## src/rnlp_pkg.sv

```systemverilog
// Shared types and character constants for the radix literal parser.
package rnlp_pkg;

	localparam int unsigned ValueWidth = 16;

	localparam logic [7:0] ChZero  = 8'h30;
	localparam logic [7:0] ChNine  = 8'h39;
	localparam logic [7:0] ChDot   = 8'h2E;
	localparam logic [7:0] ChCaret = 8'h5E;
	localparam logic [7:0] ChUpA   = 8'h41;
	localparam logic [7:0] ChUpB   = 8'h42;
	localparam logic [7:0] ChUpD   = 8'h44;
	localparam logic [7:0] ChUpF   = 8'h46;
	localparam logic [7:0] ChUpH   = 8'h48;
	localparam logic [7:0] ChUpO   = 8'h4F;
	localparam logic [7:0] ChUpX   = 8'h58;
	localparam logic [7:0] ChUpZ   = 8'h5A;
	localparam logic [7:0] ChLoA   = 8'h61;
	localparam logic [7:0] ChLoZ   = 8'h7A;
	localparam logic [7:0] CaseGap = 8'h20;

	typedef enum logic [2:0] {
		PH_IDLE,
		PH_ZERO,
		PH_PLAIN,
		PH_CARET,
		PH_HEX,
		PH_DEC,
		PH_OCT,
		PH_BIN
	} phase_t;

	typedef enum logic [1:0] {
		RDX_2,
		RDX_8,
		RDX_10,
		RDX_16
	} radix_t;

	typedef enum logic [1:0] {
		ACT_NONE,
		ACT_PLAIN,
		ACT_RADIX,
		ACT_BADPFX
	} act_t;

	typedef struct packed {
		phase_t                  phase;
		logic [ValueWidth-1:0]   main_accum;
		logic                    main_over;
		logic [ValueWidth-1:0]   dec_accum;
		logic                    dec_over;
		logic                    saw_high_digit;
	} parse_state_t;

	typedef struct packed {
		logic [7:0] char_code;
		logic       start_req;
	} char_item_t;

	typedef struct packed {
		logic [ValueWidth-1:0] value;
		logic                  bad_digit;
		logic                  overflow;
		logic                  bad_prefix;
		logic                  took_char;
	} result_item_t;

endpackage

```

## src/rnlp_if.sv

```systemverilog
// Valid/ready stream interfaces for the character and result channels.
interface rnlp_char_if;
	import rnlp_pkg::*;
	logic       valid;
	logic       ready;
	char_item_t data;

	modport source (output valid, output data, input ready);
	modport sink (input valid, input data, output ready);
endinterface

interface rnlp_result_if;
	import rnlp_pkg::*;
	logic         valid;
	logic         ready;
	result_item_t data;

	modport source (output valid, output data, input ready);
	modport sink (input valid, input data, output ready);
endinterface

```

## src/rnlp_mac.sv

```systemverilog
// Multiply-by-radix and add-digit accumulator step with overflow detect.
module rnlp_mac
	import rnlp_pkg::*;
(
	input  logic [ValueWidth-1:0] acc,
	input  radix_t                radix,
	input  logic [3:0]            digit,
	output logic [ValueWidth-1:0] sum,
	output logic                  over
);

	localparam int unsigned WideWidth = ValueWidth + 5;

	logic [WideWidth-1:0] acc_w;
	logic [WideWidth-1:0] scaled;
	logic [WideWidth-1:0] total;

	assign acc_w = {5'd0, acc};

	always_comb begin
		case (radix)
			RDX_2:   scaled = acc_w << 1;
			RDX_8:   scaled = acc_w << 3;
			RDX_10:  scaled = (acc_w << 3) + (acc_w << 1);
			RDX_16:  scaled = acc_w << 4;
			default: scaled = acc_w;
		endcase
	end

	assign total = scaled + {{(WideWidth-4){1'b0}}, digit};
	assign sum   = total[ValueWidth-1:0];
	assign over  = |total[WideWidth-1:ValueWidth];

endmodule

```

## src/rnlp_step.sv

```systemverilog
// Next-state and result logic for one character of the literal parser.
module rnlp_step
	import rnlp_pkg::*;
(
	input  parse_state_t state,
	input  char_item_t   item,
	output parse_state_t state_next,
	output logic         res_valid,
	output result_item_t res
);

	logic [7:0]   c;
	logic [7:0]   u;
	logic         is_dig;
	logic         is_let;
	logic         is_hex_let;
	logic [3:0]   dig;
	logic [3:0]   rdx_dig;
	logic         rdx_ok;
	radix_t       rdx;
	act_t         act;
	phase_t       phase_go;
	logic         ends;
	parse_state_t base;
	logic [ValueWidth-1:0] main_sum;
	logic [ValueWidth-1:0] dec_sum;
	logic         main_ovf;
	logic         dec_ovf;
	radix_t       main_rdx;
	logic [3:0]   main_dig;

	assign c          = item.char_code;
	assign u          = (c >= ChLoA && c <= ChLoZ) ? c - CaseGap : c;
	assign is_dig     = c >= ChZero && c <= ChNine;
	assign is_let     = u >= ChUpA && u <= ChUpZ;
	assign is_hex_let = u >= ChUpA && u <= ChUpF;
	assign dig        = c[3:0];
	// Letters A..F sit at codes 1..6 in their low nibble, so adding nine gives 10..15.
	assign rdx_dig    = is_dig ? dig : u[3:0] + 4'd9;

	// A start character discards whatever literal was in progress.
	assign base = item.start_req ? parse_state_t'{phase: PH_IDLE, default: '0} : state;

	always_comb begin
		case (state.phase)
			PH_HEX:  rdx = RDX_16;
			PH_DEC:  rdx = RDX_10;
			PH_OCT:  rdx = RDX_8;
			default: rdx = RDX_2;
		endcase
	end

	always_comb begin
		case (rdx)
			RDX_2:   rdx_ok = is_dig && dig < 4'd2;
			RDX_8:   rdx_ok = is_dig && dig < 4'd8;
			RDX_10:  rdx_ok = is_dig;
			default: rdx_ok = is_dig || is_hex_let;
		endcase
	end

	// Decode what this character does and where the parser goes if the literal goes on.
	always_comb begin
		act      = ACT_NONE;
		phase_go = state.phase;
		if (item.start_req) begin
			if (c == ChZero) begin
				phase_go = PH_ZERO;
			end else if (c == ChCaret) begin
				phase_go = PH_CARET;
			end else begin
				act      = ACT_PLAIN;
				phase_go = PH_PLAIN;
			end
		end else begin
			case (state.phase)
				PH_IDLE: phase_go = PH_IDLE;
				PH_ZERO: begin
					if (u == ChUpX) begin
						phase_go = PH_HEX;
					end else if (u == ChUpD) begin
						phase_go = PH_DEC;
					end else if (u == ChUpB) begin
						phase_go = PH_BIN;
					end else begin
						act      = ACT_PLAIN;
						phase_go = PH_PLAIN;
					end
				end
				PH_PLAIN: act = ACT_PLAIN;
				PH_CARET: begin
					if (u == ChUpX || u == ChUpH) begin
						phase_go = PH_HEX;
					end else if (u == ChUpD) begin
						phase_go = PH_DEC;
					end else if (u == ChUpO) begin
						phase_go = PH_OCT;
					end else if (u == ChUpB) begin
						phase_go = PH_BIN;
					end else begin
						act = ACT_BADPFX;
					end
				end
				default: act = ACT_RADIX;
			endcase
		end
	end

	assign ends = (act == ACT_PLAIN && !is_dig) || (act == ACT_RADIX && !rdx_ok) ||
		(act == ACT_BADPFX);

	assign main_rdx = (act == ACT_PLAIN) ? RDX_8 : rdx;
	assign main_dig = (act == ACT_PLAIN) ? {1'b0, dig[2:0]} : rdx_dig;

	rnlp_mac u_main_mac (
		.acc   (base.main_accum),
		.radix (main_rdx),
		.digit (main_dig),
		.sum   (main_sum),
		.over  (main_ovf)
	);

	rnlp_mac u_dec_mac (
		.acc   (base.dec_accum),
		.radix (RDX_10),
		.digit (dig),
		.sum   (dec_sum),
		.over  (dec_ovf)
	);

	// Phase, accumulators and the result.
	always_comb begin
		state_next.phase          = ends ? PH_IDLE : phase_go;
		state_next.main_accum     = base.main_accum;
		state_next.main_over      = base.main_over;
		state_next.dec_accum      = base.dec_accum;
		state_next.dec_over       = base.dec_over;
		state_next.saw_high_digit = base.saw_high_digit;
		res_valid                 = ends;
		res                       = '0;
		case (act)
			ACT_PLAIN: begin
				if (is_dig) begin
					state_next.main_accum     = main_sum;
					state_next.main_over      = base.main_over | main_ovf;
					state_next.dec_accum      = dec_sum;
					state_next.dec_over       = base.dec_over | dec_ovf;
					state_next.saw_high_digit = base.saw_high_digit | dig[3];
				end else if (c == ChDot) begin
					res.value     = base.dec_accum;
					res.overflow  = base.dec_over;
					res.took_char = 1'b1;
				end else if (base.saw_high_digit) begin
					res.bad_digit = 1'b1;
				end else begin
					res.value    = base.main_accum;
					res.overflow = base.main_over;
				end
			end
			ACT_RADIX: begin
				if (rdx_ok) begin
					state_next.main_accum = main_sum;
					state_next.main_over  = base.main_over | main_ovf;
				end else begin
					res.value     = base.main_accum;
					res.overflow  = base.main_over;
					res.bad_digit = (rdx == RDX_16) ? is_let : is_dig;
				end
			end
			ACT_BADPFX: res.bad_prefix = 1'b1;
			default: ;
		endcase
	end

endmodule

```

## src/radix_number_literal_parser.sv

```systemverilog
// Top level: input register, parse step and result register of the literal parser.
//
// Usage: characters arrive on char_in, one request per character, with
// start_req set on the first character of each numeric literal. A literal
// ends on the first character that cannot continue it, and that character
// produces exactly one request on result_out carrying the value (low 16
// bits) and the bad_digit, overflow, bad_prefix and took_char flags.
// Characters outside a literal, and characters that continue one, produce
// nothing.
// A character accepted on char_in is registered in the input register, parsed
// by the parse step, and its result goes to the result register on result_out.
// Throughput is one character per cycle while result_out is not stalled; the
// limit is the single parse step between the input register and the result
// register. When result_out stalls, the held character waits in the input
// register and char_in drops ready until the result is taken.
// Reset clears the parser to idle, empties both registers, and drops any
// literal in progress.
module radix_number_literal_parser
	import rnlp_pkg::*;
(
	input  logic          clk,
	input  logic          arst_n,
	rnlp_char_if.sink     char_in,
	rnlp_result_if.source result_out
);

	char_item_t   char_s1;
	logic         valid_s1;
	parse_state_t state_q;
	parse_state_t state_next;
	logic         step_res_valid;
	result_item_t step_res;
	result_item_t res_q;
	logic         res_valid_q;
	logic         adv;

	assign adv           = valid_s1 && (!res_valid_q || result_out.ready);
	assign char_in.ready = !valid_s1 || adv;

	always_ff @(posedge clk or negedge arst_n) begin
		if (!arst_n) begin
			valid_s1 <= 1'b0;
		end else if (char_in.ready) begin
			valid_s1 <= char_in.valid;
		end
	end

	always_ff @(posedge clk) begin
		if (char_in.ready && char_in.valid) begin
			char_s1 <= char_in.data;
		end
	end

	rnlp_step u_step (
		.state      (state_q),
		.item       (char_s1),
		.state_next (state_next),
		.res_valid  (step_res_valid),
		.res        (step_res)
	);

	always_ff @(posedge clk or negedge arst_n) begin
		if (!arst_n) begin
			state_q <= '{phase: PH_IDLE, default: '0};
		end else if (adv) begin
			state_q <= state_next;
		end
	end

	always_ff @(posedge clk or negedge arst_n) begin
		if (!arst_n) begin
			res_valid_q <= 1'b0;
		end else if (adv) begin
			res_valid_q <= step_res_valid;
		end else if (result_out.ready) begin
			res_valid_q <= 1'b0;
		end
	end

	always_ff @(posedge clk) begin
		if (adv && step_res_valid) begin
			res_q <= step_res;
		end
	end

	assign result_out.valid = res_valid_q;
	assign result_out.data  = res_q;

	// Every result returns the parser to idle.
	assert property (@(posedge clk) disable iff (!arst_n)
		adv && step_res_valid |=> state_q.phase == PH_IDLE)
		else $error("parser not idle after a result");

	// A stalled result is neither lost nor overwritten.
	assert property (@(posedge clk) disable iff (!arst_n)
		res_valid_q && !result_out.ready |=> res_valid_q && $stable(res_q))
		else $error("stalled result changed");

	// Parser state only moves when a character is consumed.
	assert property (@(posedge clk) disable iff (!arst_n)
		!adv |=> $stable(state_q))
		else $error("state changed without a character");

	// An empty input register always takes a character.
	assert property (@(posedge clk) disable iff (!arst_n)
		!valid_s1 |-> char_in.ready)
		else $error("input blocked while empty");

endmodule

```

## src/flat_wrapper.sv

```systemverilog
// flat-port wrapper written by rule: the top's interface ports become plain ports
module radix_number_literal_parser_flat import rnlp_pkg::*;
  (clk, arst_n, char_in_valid, char_in_data, char_in_ready, result_out_valid, result_out_data, result_out_ready);
  rnlp_char_if char_in_i ();
  rnlp_result_if result_out_i ();
  input  logic clk;
  input  logic arst_n;
  input wire logic [$bits(char_in_i.valid)-1:0] char_in_valid;
  input wire logic [$bits(char_in_i.data)-1:0] char_in_data;
  output wire logic [$bits(char_in_i.ready)-1:0] char_in_ready;
  output wire logic [$bits(result_out_i.valid)-1:0] result_out_valid;
  output wire logic [$bits(result_out_i.data)-1:0] result_out_data;
  input wire logic [$bits(result_out_i.ready)-1:0] result_out_ready;
  assign char_in_i.valid = char_in_valid;
  assign char_in_i.data = char_in_data;
  assign char_in_ready = char_in_i.ready;
  assign result_out_valid = result_out_i.valid;
  assign result_out_data = result_out_i.data;
  assign result_out_i.ready = result_out_ready;
  radix_number_literal_parser u_core (.clk(clk), .arst_n(arst_n), .char_in(char_in_i), .result_out(result_out_i));
endmodule
```

## config.mk

```make
export PLATFORM = sky130hd
export DESIGN_NAME = radix_number_literal_parser_flat
export DESIGN_NICKNAME = d
export VERILOG_FILES = /design/src/rnlp_pkg.sv /design/src/rnlp_if.sv /design/src/rnlp_mac.sv /design/src/rnlp_step.sv /design/src/radix_number_literal_parser.sv /design/src/flat_wrapper.sv
export SDC_FILE = /design/constraint.sdc
export NUM_CORES = 1
export LEC_CHECK = 0
export BUFFER_PORTS_ARGS = -buffer_cell sky130_fd_sc_hd__buf_4
export CORE_MARGIN = 5
export CORE_UTILIZATION = 60
export DETAILED_ROUTE_END_ITERATION = 7
export GPL_TIMING_DRIVEN = 0
export PLACE_DENSITY = 0.84
export SLEW_MARGIN = 20
export SYNTH_ARGS = -nofsm -noshare
export SYNTH_HDL_FRONTEND = slang
export SYNTH_HIERARCHICAL = 1
export SYNTH_SLANG_ARGS = --single-unit
```

## constraint.sdc

```tcl
create_clock -name clk -period 11.15 [get_ports clk]
set_input_delay 1.6725 -clock clk [delete_from_list [all_inputs] [get_ports clk]]
set_output_delay 1.6725 -clock clk [all_outputs]
set_load 0.01 [all_outputs]
```

Yosys cells after proc, flatten, opt, wreduce, memory -nomap -nowiden
Index checks and enable logic that the tools add are counted.
{"block": "word_totals", "wordCells": 137, "input_bits": 13, "register_bits": 69, "out_inout_bits": 22}
{"block": "op_classes", "order_cmp": 9, "muxes": 49, "n_reduce_logical": 30, "n_eq_ne": 24, "n_addsub": 6, "bitwise_logic": 4}
{"op": "21-bit one-hot mux with 4 select lines", "n": 1}
{"op": "35-bit 2-to-1 mux", "n": 2}
{"op": "18-bit 2-to-1 mux", "n": 3}
{"op": "8-bit by 7-bit == test with 1-bit output (second input constant)", "n": 6}
{"op": "21-bit by 4-bit adder with 21-bit output", "n": 2}
{"op": "19-bit by 17-bit adder with 20-bit output", "n": 2}
{"op": "18-bit one-hot mux with 2 select lines", "n": 1}
{"op": "17-bit one-hot mux with 2 select lines", "n": 1}
{"op": "16-bit 2-to-1 mux", "n": 2}
{"op": "3-bit 2-to-1 mux", "n": 9}
{"op": "8-bit by 7-bit <= comparator with 1-bit output (second input constant)", "n": 3}
{"op": "17-bit 2-to-1 mux", "n": 1}
{"op": "8-bit by 6-bit == test with 1-bit output (second input constant)", "n": 2}
{"op": "8-bit by 7-bit greater-or-equal comparator with 1-bit output (second input constant)", "n": 2}
{"op": "1-bit 2-to-1 mux", "n": 15}
{"op": "2-bit 2-to-1 mux", "n": 7}
{"op": "2-bit == test (second input constant)", "n": 6}
{"op": "1-bit logical AND", "n": 11}
{"op": "5-bit OR reduction", "n": 2}
{"op": "3-bit == test (second input constant)", "n": 3}
{"op": "3-bit one-hot mux with 3 select lines", "n": 1}
{"op": "8-bit by 6-bit greater-or-equal comparator with 1-bit output (second input constant)", "n": 1}
{"op": "8-bit by 6-bit <= comparator with 1-bit output (second input constant)", "n": 1}
{"op": "4-bit 2-to-1 mux", "n": 2}
{"op": "22 further kinds", "n": 36}

Logic depth before layout (Yosys ltp)
Gate-level depths: netlist of the first run.
{"block": "logic_depth", "ltp_word": 19, "depth_mapped": 32, "mapped_depth_nobuf": 28}

Hierarchy
Netlist of the first run, hierarchy kept.
{"module": "radix_number_literal_parser", "area_each_um2": 2468.6, "seq_area_each_um2": 1871.8, "cells_per_inst": 120, "instances": 1}
{"module": "rnlp_step", "area_each_um2": 1903.1, "seq_area_each_um2": 0.0, "cells_per_inst": 329, "instances": 1}
{"module": "rnlp_mac (u_core.u_step.u_dec_mac)", "area_each_um2": 1579.0, "seq_area_each_um2": 0.0, "cells_per_inst": 214, "instances": 1}
{"module": "rnlp_mac (u_core.u_step.u_main_mac)", "area_each_um2": 1517.7, "seq_area_each_um2": 0.0, "cells_per_inst": 205, "instances": 1}

Least setup slack after synthesis of the first run
OpenSTA, ideal clock, no wires.
{"block": "synth_path", "path_kind": "register to register", "startpoint": "register u_core/char_s1[2] (netlist bit)", "endpoint": "register u_core/state_q[18] (netlist bit)", "required_time_ps": 11086, "path_buffers": 5, "synth_period_minus_slack_ps": 6465, "setup_ps": 64, "t_arrival_ps": 6401, "path_stages_with_launch": 33, "setup_slack_ps": 4685, "path_cell_list": "edfxtp_1 inv_1 ha_1 or4b_4 nand2_1 a211o_1 or3_1 o21ai_0 mux2_2 o31ai_1 ha_1 clkbuf_1 nand2b_1 buf_6 buf_12 buf_2 buf_1 mux2i_1 o21ai_0 ha_1 a21oi_1 inv_1 nand3_2 nand3b_2 or3_4 or3_4 o31a_1 o221ai_1 inv_1 o21ai_0 o21ai_0 a31oi_1 mux2_2"}
{"element": "start: declaration", "line": "radix_number_literal_parser.sv:27", "source": "char_item_t char_s1;"}
{"element": "start signal: assignment", "line": "radix_number_literal_parser.sv:50", "source": "char_s1 <= char_in.data;"}
{"element": "end signal: assignment", "line": "radix_number_literal_parser.sv:66", "source": "state_q <= state_next;"}
{"element": "end: declaration", "line": "radix_number_literal_parser.sv:29", "source": "parse_state_t state_q;"}

==> reports/summary.json, run 1 <==
{
  "timing.hold.worst.class": "register to register",
  "ctsRootBufferMaster": "clkbuf_16",
  "setup-violations-final": 0,
  "ant_nets": 0,
  "syn2layout_area_growth_pct": 10.8,
  "report.final.hold_viol_count": 0,
  "period_share": 0.705,
  "multiInputGateArea_um2": 5100,
  "post_cts_hold_buffer_count": 0,
  "ys_seq_elements": 69,
  "critPathSlowestCell": "edfxtp_1",
  "critPathCaptureType": "register",
  "timing.setup.critical_path_class": "register to register",
  "fp.dieH_um": 122,
  "grt_antenna_before_repair": 0,
  "critPathRequiredTime_ps": 11430,
  "post_cts_resized": 0,
  "postCtsSetupRepairBufs": 0,
  "cts.reportedPaths.clkPinSlew_ps": 70,
  "die_width_um": 122,
  "timing.critical_path.from_type": "register",
  "fraction_of_final_layout_cells_with_drive_strength_greater_than_1": 0.169,
  "postSynthAreaPerCell_um2": 8.60,
  "finalNetCount": 976,
  "cp_slowest_stage_delay_ps": 590,
  "worst_r2r_endpoint": "u_core/state_q[18]$_DFFE_PN0P_",
  "cts_buf_count": 9,
  "power_leakage_nw": 3.56,
  "timing_max_transition_violations_final": 0,
  "critPathTopFamily": "simple AND/OR/NAND/NOR gates",
  "synth-edff-count": 29,
  "period_needed_ps": 7860,
  "drt_first_pass_iters": 5,
  "clock-sinks": 69,
  "critical_path_depth": 32,
  "grt_start_max_net_pins": 41,
  "synth_flop_cell": "dfrtp_1",
  "post-synth-top-area-cell": "dfrtp_1",
  "worstSetupStartpoint": "u_core/char_s1[2]$_DFFE_PP_",
  "clock_tree.htree_level_count": 3,
  "n_diodes": 0,
  "leftover_overflow_at_the_end_of_global_routing": 0,
  "timing.reg2reg.setup_slack_ps": 3290,
  "global_route_wire_length_before_repair_um": 32300,
  "remaining_drc_errors": 0,
  "synth.yosys.warnings": 6,
  "total_power_w": 0.000788,
  "count_of_input_and_output_buffers": 34,
  "synth.top_cell.area_share": 0.134,
  "wirelength_um": 19600,
  "fp.coreArea_um2": 12100,
  "grt.total_usage": 0.267,
  "tns_ps": 0,
  "drt_initial_violations": 667,
  "num-fill-cells": 983,
  "cp_common_cell": "o21ai_0",
  "cts_max_path_buffers": 2,
  "worst_skew_pair.late_latency_ps": 340,
  "vias_per_cell": 6.30,
  "async_sr_flop_fraction": 0.580,
  "depth_of_the_most_critical_reg_to_reg_path": 32,
  "postSynthNetCount": 930,
  "gp_congestion": 0.930,
  "max-cap-violations": 0,
  "synth_sequential_area_ratio": 0.251,
  "max_freq_ghz": 0.127,
  "routed-via-count": 6851,
  "data_arrival_time_at_the_worst_slack_endpoint_ps": 8140,
  "number_of_global_route_vias_before_repair": 6503,
  "initial_util": 0.617,
  "synth_cells": 868,
  "rsz0062_at_grt": "false",
  "critPathCapture": "u_core/state_q[18]$_DFFE_PN0P_",
  "cp.buffers_inverters": 8,
  "whs_path_depth": 1,
  "final_skew_ps": 8.57,
  "avgRoutedWirePerCell_um": 18.0,
  "core.rowCount": 40,
  "max_slew.worst_pin.slew_ps": 957,
  "power-per-cell-area_nw_per_um2": 95.1,
  "ys_types": 97,
  "tritoncts_clock_tree": "yes",
  "synthesis.area_um2": 7470,
  "hpwl_um": 14600,
  "run_status": "finished clean",
  "ir_worst_vdd_v": 0.0000833,
  "seqCellArea_um2": 1870,
  "worst_slew_margin_rel": 0.345,
  "die_area_um2": 14800,
  "critical_path.max_fanout": 10,
  "top_level_ports": 35,
  "regToRegStartpoint": "u_core/char_s1[2]$_DFFE_PP_",
  "ys_top_cells_by_area": "dfrtp_1 13%, edfxtp_1 12%, ha_1 7.5%"
}
-- worst reg2reg max path, delay by kind of cell (launching register included) --
family	cells	cell delay, ps
DFF	1	590
AOI/OAI and AO/OA	10	1670
adders and majority gates	3	1000
and+or+nand+nor	8	2020
muxes	3	740
buffers and inverters	8	1780
-- report_power, final --
group | total [W] | switching, W | internal (W) | leakage [nW]
clock | 0.000320 | 0.000121 | 0.000199 | 0.159
combinational | 0.000172 | 0.000104 | 0.0000683 | 2.57
sequential | 0.000295 | 0.0000138 | 0.000282 | 0.833
-- how the worst min path moves through the flow --
stage | start | end
after floorplan | u_core/state_q[19]$_DFFE_PN0P_ | u_core/state_q[19]$_DFFE_PN0P_
after global placement | u_core/state_q[25]$_DFFE_PN0P_ | u_core/state_q[25]$_DFFE_PN0P_
after detailed placement | u_core/state_q[25]$_DFFE_PN0P_ | u_core/state_q[25]$_DFFE_PN0P_
after CTS | u_core/state_q[10]$_DFFE_PN0P_ | u_core/state_q[10]$_DFFE_PN0P_
after global routing | u_core/state_q[25]$_DFFE_PN0P_ | u_core/state_q[25]$_DFFE_PN0P_
final | u_core/state_q[22]$_DFFE_PN0P_ | u_core/state_q[22]$_DFFE_PN0P_
-- cell families after synthesis --
logic type | Yosys count | synth area share
simple gates | 279 | 0.192
compound gates | 245 | 0.233
buf+inv | 111 | 0.0668
mux | 69 | 0.119
flops | 69 | 0.251
fa+ha+maj | 49 | 0.0861
xor+xnor | 44 | 0.0516
other cells | 2 | 0.00101
-- area by class of cell --
type / instances / share of cell area
multi-input cells: 688 / 0.616
flip-flops and latches: 69 / 0.226
repair buffers: 35 / 0.0322
plain buffers: 47 / 0.0313
inverters: 64 / 0.0290
clock buffers: 9 / 0.0272
well taps: 168 / 0.0254
clock inverters: 7 / 0.0127
-- flip-flops by register name, indices dropped and copies added (netlist names) --
name	cells
u_core/valid_s1	1
u_core/result_out.data	20
u_core/state_q	38
u_core/char_s1	9
u_core/result_out.valid	1
-- layer usage --
| layer | global-route usage | up-vias | wire length [um] |
|---|---|---|---|
| met5 | 0 | - | 0 |
| met4 | 0.0784 | 0 | 493 |
| met3 | 0.0399 | 43 | 1200 |
| met2 | 0.448 | 255 | 9350 |
| met1 | 0.358 | 3290 | 8560 |
| li1 | - | 3263 | - |
-- cell usage after synthesis, types with 4 or more instances --
| library cell | count |
|---|---|
| nand2_1 | 83 |
| inv_1 | 64 |
| nor2_1 | 57 |
| o21ai_0 | 57 |
| ha_1 | 45 |
| dfrtp_1 | 40 |
| a21oi_1 | 34 |
| edfxtp_1 | 29 |
| nand3_1 | 29 |
| nor2b_1 | 25 |
| xnor2_1 | 25 |
| mux2i_1 | 23 |
| clkbuf_1 | 22 |
| mux2_2 | 20 |
| mux2_4 | 20 |
| xor2_1 | 19 |
| a22o_1 | 18 |
| o211ai_1 | 18 |
| nand2b_1 | 17 |
| nor3_1 | 17 |
| a31oi_1 | 15 |
| a21o_1 | 11 |
| o22ai_1 | 11 |
| o32ai_1 | 9 |
| a22oi_1 | 8 |
| buf_2 | 7 |
| buf_4 | 6 |
| mux4_2 | 6 |
| buf_1 | 5 |
| nand3b_1 | 5 |
| o21a_1 | 5 |
| or3_1 | 5 |
| a211oi_1 | 4 |
| and2_1 | 4 |
| buf_6 | 4 |
| fa_1 | 4 |
| or2_2 | 4 |
-- layout by cell type (no fill, tap or decap), drive strengths merged, types with 29 or more instances in the layout --
cell type  count
nand3         31
dfrtp         40
mux2          40
o21ai         61
buf           58
edfxtp        29
nor2          58
inv           67
nand2         86
ha            45
clkbuf        33
a21oi         38
-- stage by stage --
step	util	area (um^2)	instances	setup WS [ps]	hold WS, ps
4_1_cts	0.683	8280	1087	3470	507
6_report	0.683	8280	1087	3290	506
5_1_grt	0.683	8280	1087	2860	513
3_3_place_gp	0.655	7930	1070	3630	481
3_5_place_dp	0.656	7950	1071	3540	484
2_1_floorplan	-	7470	868	4690	473
(Power assumes the default switching activity.)
==> inputs of run 2 (changes only) <==
Clock period 11.15 ns to 8.2 ns, I/O delays scaled along.
==> reports/summary.json, run 2 (synthesized netlist as in run 1, its figures left out) <==
{
  "max_freq_ghz": 0.133,
  "hpwl_um": 14600,
  "power_leakage_nw": 3.56,
  "avgRoutedWirePerCell_um": 18.0,
  "grt_antenna_before_repair": 0,
  "die_width_um": 122,
  "regToRegStartpoint": "u_core/char_s1[2]$_DFFE_PP_",
  "count_of_input_and_output_buffers": 34,
  "final_cell_mix": "83 x nand2_1, 64 x inv_1, 57 x o21ai_0",
  "depth_of_the_most_critical_reg_to_reg_path": 31,
  "fraction_of_final_layout_cells_with_drive_strength_greater_than_1": 0.169,
  "wirelength_um": 19500,
  "power-per-cell-area_nw_per_um2": 129,
  "cp_common_cell": "o21ai_0",
  "core.rowCount": 40,
  "max_slew.worst_pin.slew_ps": 963,
  "ant_nets": 0,
  "hold-path-endpoint": "u_core/state_q[22]$_DFFE_PN0P_",
  "worst_r2r_endpoint": "u_core/state_q[18]$_DFFE_PN0P_",
  "num-fill-cells": 983,
  "cts.reportedPaths.clkPinSlew_ps": 70,
  "critPathCaptureType": "register",
  "cp_slowest_stage_delay_ps": 590,
  "data_arrival_time_at_the_worst_slack_endpoint_ps": 7810,
  "tns_ps": 0,
  "final_design_area_no_fill_um2": 8270,
  "dpl-instance-area_um2": 7950,
  "top_level_ports": 35,
  "grt.total_usage": 0.267,
  "grt_start_max_net_pins": 41,
  "layout_commonest_cell": "nand2_1",
  "largest_reg_flops": 38,
  "clock-sinks": 69,
  "syn2layout_area_growth_pct": 10.8,
  "holdCritStartpoint": "u_core/state_q[22]$_DFFE_PN0P_",
  "worst_slew_margin_rel": 0.342,
  "timing.setup.critical_path_class": "register to register",
  "cts_buf_count": 9,
  "n_diodes": 0,
  "fp.coreArea_um2": 12100,
  "initial_util": 0.617,
  "remaining_drc_errors": 0,
  "post_cts_resized": 0,
  "finalNetCount": 975,
  "final_cell_count_no_fill": 1086,
  "whs_path_depth": 1,
  "number_of_global_route_vias_before_repair": 6503,
  "max-cap-violations": 0,
  "clock_power_share": 0.407,
  "switching_power_w": 0.000323,
  "period_needed_ps": 7530,
  "drt_initial_violations": 688,
  "power.share.switching": 0.302,
  "seq_power_share": 0.375,
  "cts_max_path_buffers": 2,
  "gp_congestion": 0.930,
  "worst_skew_pair.late_latency_ps": 340,
  "comb_power_share": 0.218,
  "timing_max_transition_violations_final": 0,
  "critical_path.max_fanout": 19,
  "setup-violations-final": 0,
  "ctsRootBufferMaster": "clkbuf_16",
  "final_skew_ps": 9.36,
  "tritoncts_clock_tree": "yes",
  "clock_tree.htree_level_count": 3,
  "fp.dieH_um": 122,
  "critPathRequiredTime_ps": 8480,
  "timing.reg2reg.setup_slack_ps": 670,
  "routed-via-count": 6854,
  "leftover_overflow_at_the_end_of_global_routing": 0,
  "postCtsSetupRepairBufs": 0,
  "period_share": 0.918,
  "die_area_um2": 14800,
  "critPathSlowestCell": "edfxtp_1",
  "rsz0062_at_grt": "false",
  "report.final.hold_viol_count": 0,
  "global_route_wire_length_before_repair_um": 32300,
  "layout.core_utilization": 0.683,
  "registers.top_by_ff_count": "u_core/state_q",
  "run_status": "finished clean",
  "place.detailed.instances": 1071,
  "timing.critical_path.from_type": "register",
  "drt_first_pass_iters": 6,
  "internal_power_w": 0.000747,
  "vias_per_cell": 6.31,
  "ir_worst_vdd_v": 0.000114,
  "post_cts_hold_buffer_count": 0,
  "timing.hold.worst.class": "register to register"
}
[run 2: layout make-up]
cell class                      instances  area [um^2]  share of cell area
Timing Repair Buffer                   35          267              0.0322
Multi-Input combinational cell        688         5100               0.616
Tap cell                              168          210              0.0254
Clock buffer                            9          225              0.0272
Inverter                               64          240              0.0290
Clock inverter                          7          105              0.0127
Buffer                                 46          255              0.0308
Sequential cell                        69         1870               0.226
[run 2: how the worst max path moves through the flow]
stage	to	from	slack, ps	depth (start not counted)
2_1_floorplan	u_core/state_q[18]$_DFFE_PN0P_	u_core/char_s1[2]$_DFFE_PP_	1740	32
3_3_place_gp	u_core/state_q[18]$_DFFE_PN0P_	u_core/char_s1[2]$_DFFE_PP_	680	32
3_5_place_dp	u_core/state_q[18]$_DFFE_PN0P_	u_core/char_s1[2]$_DFFE_PP_	590	32
4_1_cts	u_core/state_q[18]$_DFFE_PN0P_	u_core/char_s1[2]$_DFFE_PP_	520	32
5_1_grt	u_core/state_q[18]$_DFFE_PN0P_	u_core/char_s1[2]$_DFFE_PP_	260	31
6_report	u_core/state_q[18]$_DFFE_PN0P_	u_core/char_s1[2]$_DFFE_PP_	670	31
[run 2: power groups by stage]
| stage | Clock (W) | Sequential [W] | Combinational, W |
|---|---|---|---|
| 6_report | 0.000435 | 0.000402 | 0.000233 |
| 5_1_grt | 0.000457 | 0.000404 | 0.000250 |
| 4_1_cts | 0.000437 | 0.000401 | 0.000229 |
| 3_5_place_dp | 0 | 0.000407 | 0.000225 |
| 3_3_place_gp | 0 | 0.000407 | 0.000219 |
| 2_1_floorplan | 0 | 0.000408 | 0.000156 |
[run 2: worst max-delay path, delay by kind of cell, from the launching register on]
family	cells	cell delay, ps
fa+ha+maj	3	1000
buf+inv	7	1440
compound gates	10	1670
mux	3	730
flops	1	590
simple gates	8	2030
[run 2: layer usage]
layer  track usage  routed length (um)  vias to the layer above
met2         0.448                9410                      260
li1              -                   -                     3261
met3        0.0399                1190                       39
met1         0.358                8530                     3294
met5             0                   0                        -
met4        0.0784                 408                        0
[run 2: metrics by stage]
stage / worst slack [ps] / hold WS, ps / total power, W
final: 669 / 506 / 0.00107
after global routing: 262 / 513 / 0.00111
after CTS: 522 / 507 / 0.00107
after detailed placement: 587 / 484 / 0.000632
after global placement: 677 / 481 / 0.000626
after floorplan: 1740 / 473 / 0.000563
==> inputs of run 3 (changes only) <==
Settings changed: ABC_AREA from default to 1, CORE_ASPECT_RATIO from default to 0.5, PLACE_DENSITY 0.84 to 0.82.
==> reports/summary.json, run 3 <==
{
  "run_status": "finished clean",
  "synth_sequential_area_ratio": 0.216,
  "ys_types": 49,
  "timing_max_transition_violations_final": 0,
  "timing.hold.worst.class": "register to register",
  "remaining_drc_errors": 0,
  "global_route_wire_length_before_repair_um": 42800,
  "groute.layer.met2.usage": 0.559,
  "grt_start_max_net_pins": 41,
  "period_share": 0.755,
  "clock-sinks": 69,
  "synth_cells": 1450,
  "depth_of_the_most_critical_reg_to_reg_path": 44,
  "internal_power_w": 0.000817,
  "post_cts_hold_buffer_count": 0,
  "max_freq_ghz": 0.162,
  "tritoncts_clock_tree": "yes",
  "syn2layout_area_growth_pct": 9.40,
  "initial_util": 0.605,
  "fp.dieH_um": 94.9,
  "critPathCaptureType": "register",
  "top_level_ports": 35,
  "worst_slack_placed_ps": 2200,
  "ctsRootBufferMaster": "clkbuf_16",
  "async_sr_flop_fraction": 0.580,
  "power-per-cell-area_nw_per_um2": 151,
  "data_arrival_time_at_the_worst_slack_endpoint_ps": 6470,
  "max_slew.worst_pin.slew_ps": 701,
  "postCtsSetupRepairBufs": 0,
  "avgRoutedWirePerCell_um": 15.3,
  "critPathSlowestCell": "edfxtp_1",
  "largest_reg_flops": 38,
  "number_of_global_route_vias_before_repair": 9200,
  "cp_slowest_stage_delay_ps": 570,
  "regToRegStartpoint": "u_core/char_s1[1]$_DFFE_PP_",
  "critical_path.max_fanout": 10,
  "comb_power_share": 0.440,
  "gp_congestion": 0.964,
  "period_needed_ps": 6190,
  "fp.coreArea_um2": 14300,
  "drt_first_pass_iters": 6,
  "gr-usage-met3": 0.0662,
  "grt.total_usage": 0.305,
  "synth.yosys.warnings": 6,
  "finalNetCount": 1563,
  "wirelength_um": 26100,
  "postSynthAreaPerCell_um2": 5.97,
  "count_of_input_and_output_buffers": 34,
  "ys_seq_elements": 69,
  "registers.top_by_ff_count": "u_core/state_q",
  "n_diodes": 0,
  "post-synth-top-area-cell": "nand2_1",
  "power_leakage_nw": 5.02,
  "finalWorstSetupSlack_ps": 2010,
  "drt_initial_violations": 858,
  "ir_worst_vdd_v": 0.000103,
  "cts_buf_count": 9,
  "synth-edff-count": 29,
  "cts.reportedPaths.clkPinSlew_ps": 60,
  "core.rowCount": 31,
  "worst_skew_pair.late_latency_ps": 340,
  "report.final.hold_viol_count": 0,
  "num-fill-cells": 1311,
  "ant_nets": 0,
  "fraction_of_final_layout_cells_with_drive_strength_greater_than_1": 0.104,
  "layout_commonest_cell": "nand2_1",
  "timing.setup.critical_path_class": "register to register",
  "post_synth_most_frequent_cells": "492 x nand2_1, 191 x inv_1, 176 x nand3_1",
  "vias_per_cell": 5.66,
  "hpwl_um": 20400,
  "synthesis.area_um2": 8650,
  "cts_max_path_buffers": 2,
  "cp_common_cell": "nand2_1",
  "yosys.cell_count.top_type": "nand2_1",
  "rsz0062_at_grt": "false",
  "die_area_um2": 17100,
  "seq_power_share": 0.308,
  "setup-violations-final": 0,
  "clock_power_share": 0.252,
  "die_width_um": 180,
  "timing.reg2reg.setup_slack_ps": 2010,
  "ys_top_cells_by_area": "nand2_1 21%, dfrtp_1 12%, nand3_1 10%",
  "grt_antenna_before_repair": 0,
  "timing.critical_path.from_type": "register",
  "tns_ps": 0,
  "power.share.switching": 0.428,
  "routed-via-count": 9646,
  "worstSetupStartpoint": "u_core/char_s1[1]$_DFFE_PP_",
  "critPathRequiredTime_ps": 8480,
  "max-cap-violations": 0,
  "switching_power_w": 0.000612,
  "synth.top_cell.area_share": 0.213,
  "worst_slew_margin_rel": 0.531,
  "global_route.usage.met1": 0.356,
  "worst_r2r_endpoint": "u_core/state_q[18]$_DFFE_PN0P_",
  "critPathCapture": "u_core/state_q[18]$_DFFE_PN0P_",
  "busiest_layer": "met2",
  "clock_tree.htree_level_count": 3,
  "final_cell_mix": "492 x nand2_1, 191 x inv_1, 176 x nand3_1",
  "leftover_overflow_at_the_end_of_global_routing": 0,
  "synth_flop_cell": "dfrtp_1",
  "post_cts_resized": 0,
  "final_skew_ps": 10.0
}
## run 3: cell count changes after synthesis, sizes merged, moves of 14 or more
cell    before  now
mux2i       23    0
o211ai      18    0
nand2b      18    0
a21oi       38   77
nand3       31  180
inv         64  199
a22o        18    0
mux2        40    0
nor2b       25    1
nand2       86  517
nand4        1   15
xnor2       25    8
nor2        58  149
## run 3: power groups by stage
| stage | clock (W) | sequential (W) | combinational (W) |
|---|---|---|---|
| 6_report | 0.000360 | 0.000440 | 0.000630 |
| 3_3_place_gp | 0 | 0.000445 | 0.000588 |
| 2_1_floorplan | 0 | 0.000447 | 0.000440 |
| 5_1_grt | 0.000379 | 0.000444 | 0.000694 |
| 4_1_cts | 0.000363 | 0.000440 | 0.000613 |
| 3_5_place_dp | 0 | 0.000446 | 0.000607 |
## run 3: kinds of logic after synthesis
logic type               Yosys count  synth area share
adder cells (fa/ha/maj)           49            0.0743
XOR/XNOR                          20            0.0202
AO/OA/AOI/OAI                    172             0.114
buffers and inverters            254             0.125
flip-flops                        69             0.216
other                              2          0.000868
AND/OR/NAND/NOR                  884             0.450
## run 3: metal layers
| metal | wire length, um | share of wire |
|---|---|---|
| met2 | 12500 | 0.48 |
| met1 | 10500 | 0.40 |
| met3 | 2360 | 0.090 |
| met4 | 709 | 0.027 |
| met5 | 0 | 0 |
## run 3: worst max-delay path: cells and delay by family (launching register included)
family | cells | cell delay, ps
and+or+nand+nor | 28 | 2900
buffers and inverters | 7 | 950
AOI/OAI and AO/OA | 6 | 860
adders and majority gates | 3 | 840
DFF | 1 | 570
## run 3: area by class of cell
| class | instances | area, um^2 | area share |
|---|---|---|---|
| Clock inverter | 7 | 48.8 | 0.00516 |
| Sequential cell | 69 | 1870 | 0.198 |
| Timing Repair Buffer | 35 | 270 | 0.0286 |
| Inverter | 202 | 763 | 0.0806 |
| Multi-Input combinational cell | 1132 | 5720 | 0.605 |
| Buffer | 52 | 315 | 0.0333 |
| Clock buffer | 9 | 225 | 0.0238 |
| Tap cell | 198 | 248 | 0.0262 |
## run 3: worst min path at each step
| stage | start | to | cells past startpoint |
|---|---|---|---|
| 6_report | u_core/state_q[2]$_DFFE_PN0P_ | u_core/state_q[2]$_DFFE_PN0P_ | 2 |
| 3_3_place_gp | u_core/state_q[4]$_DFFE_PN0P_ | u_core/state_q[4]$_DFFE_PN0P_ | 2 |
| 5_1_grt | u_core/state_q[12]$_DFFE_PN0P_ | u_core/state_q[12]$_DFFE_PN0P_ | 2 |
| 2_1_floorplan | u_core/state_q[12]$_DFFE_PN0P_ | u_core/state_q[12]$_DFFE_PN0P_ | 2 |
| 4_1_cts | u_core/state_q[4]$_DFFE_PN0P_ | u_core/state_q[4]$_DFFE_PN0P_ | 2 |
| 3_5_place_dp | u_core/state_q[4]$_DFFE_PN0P_ | u_core/state_q[4]$_DFFE_PN0P_ | 2 |
## run 3: per-stage QoR
step           utilization  hold slack (ps)  instance area [um^2]  total power, W  instances
3_3_place_gp         0.641              453                  9170         0.00103       1687
5_1_grt              0.661              487                  9470         0.00152       1704
2_1_floorplan            -              442                  8670        0.000887       1455
6_report             0.661              470                  9470         0.00143       1704
3_5_place_dp         0.642              458                  9190         0.00105       1688
4_1_cts              0.661              471                  9470         0.00142       1704
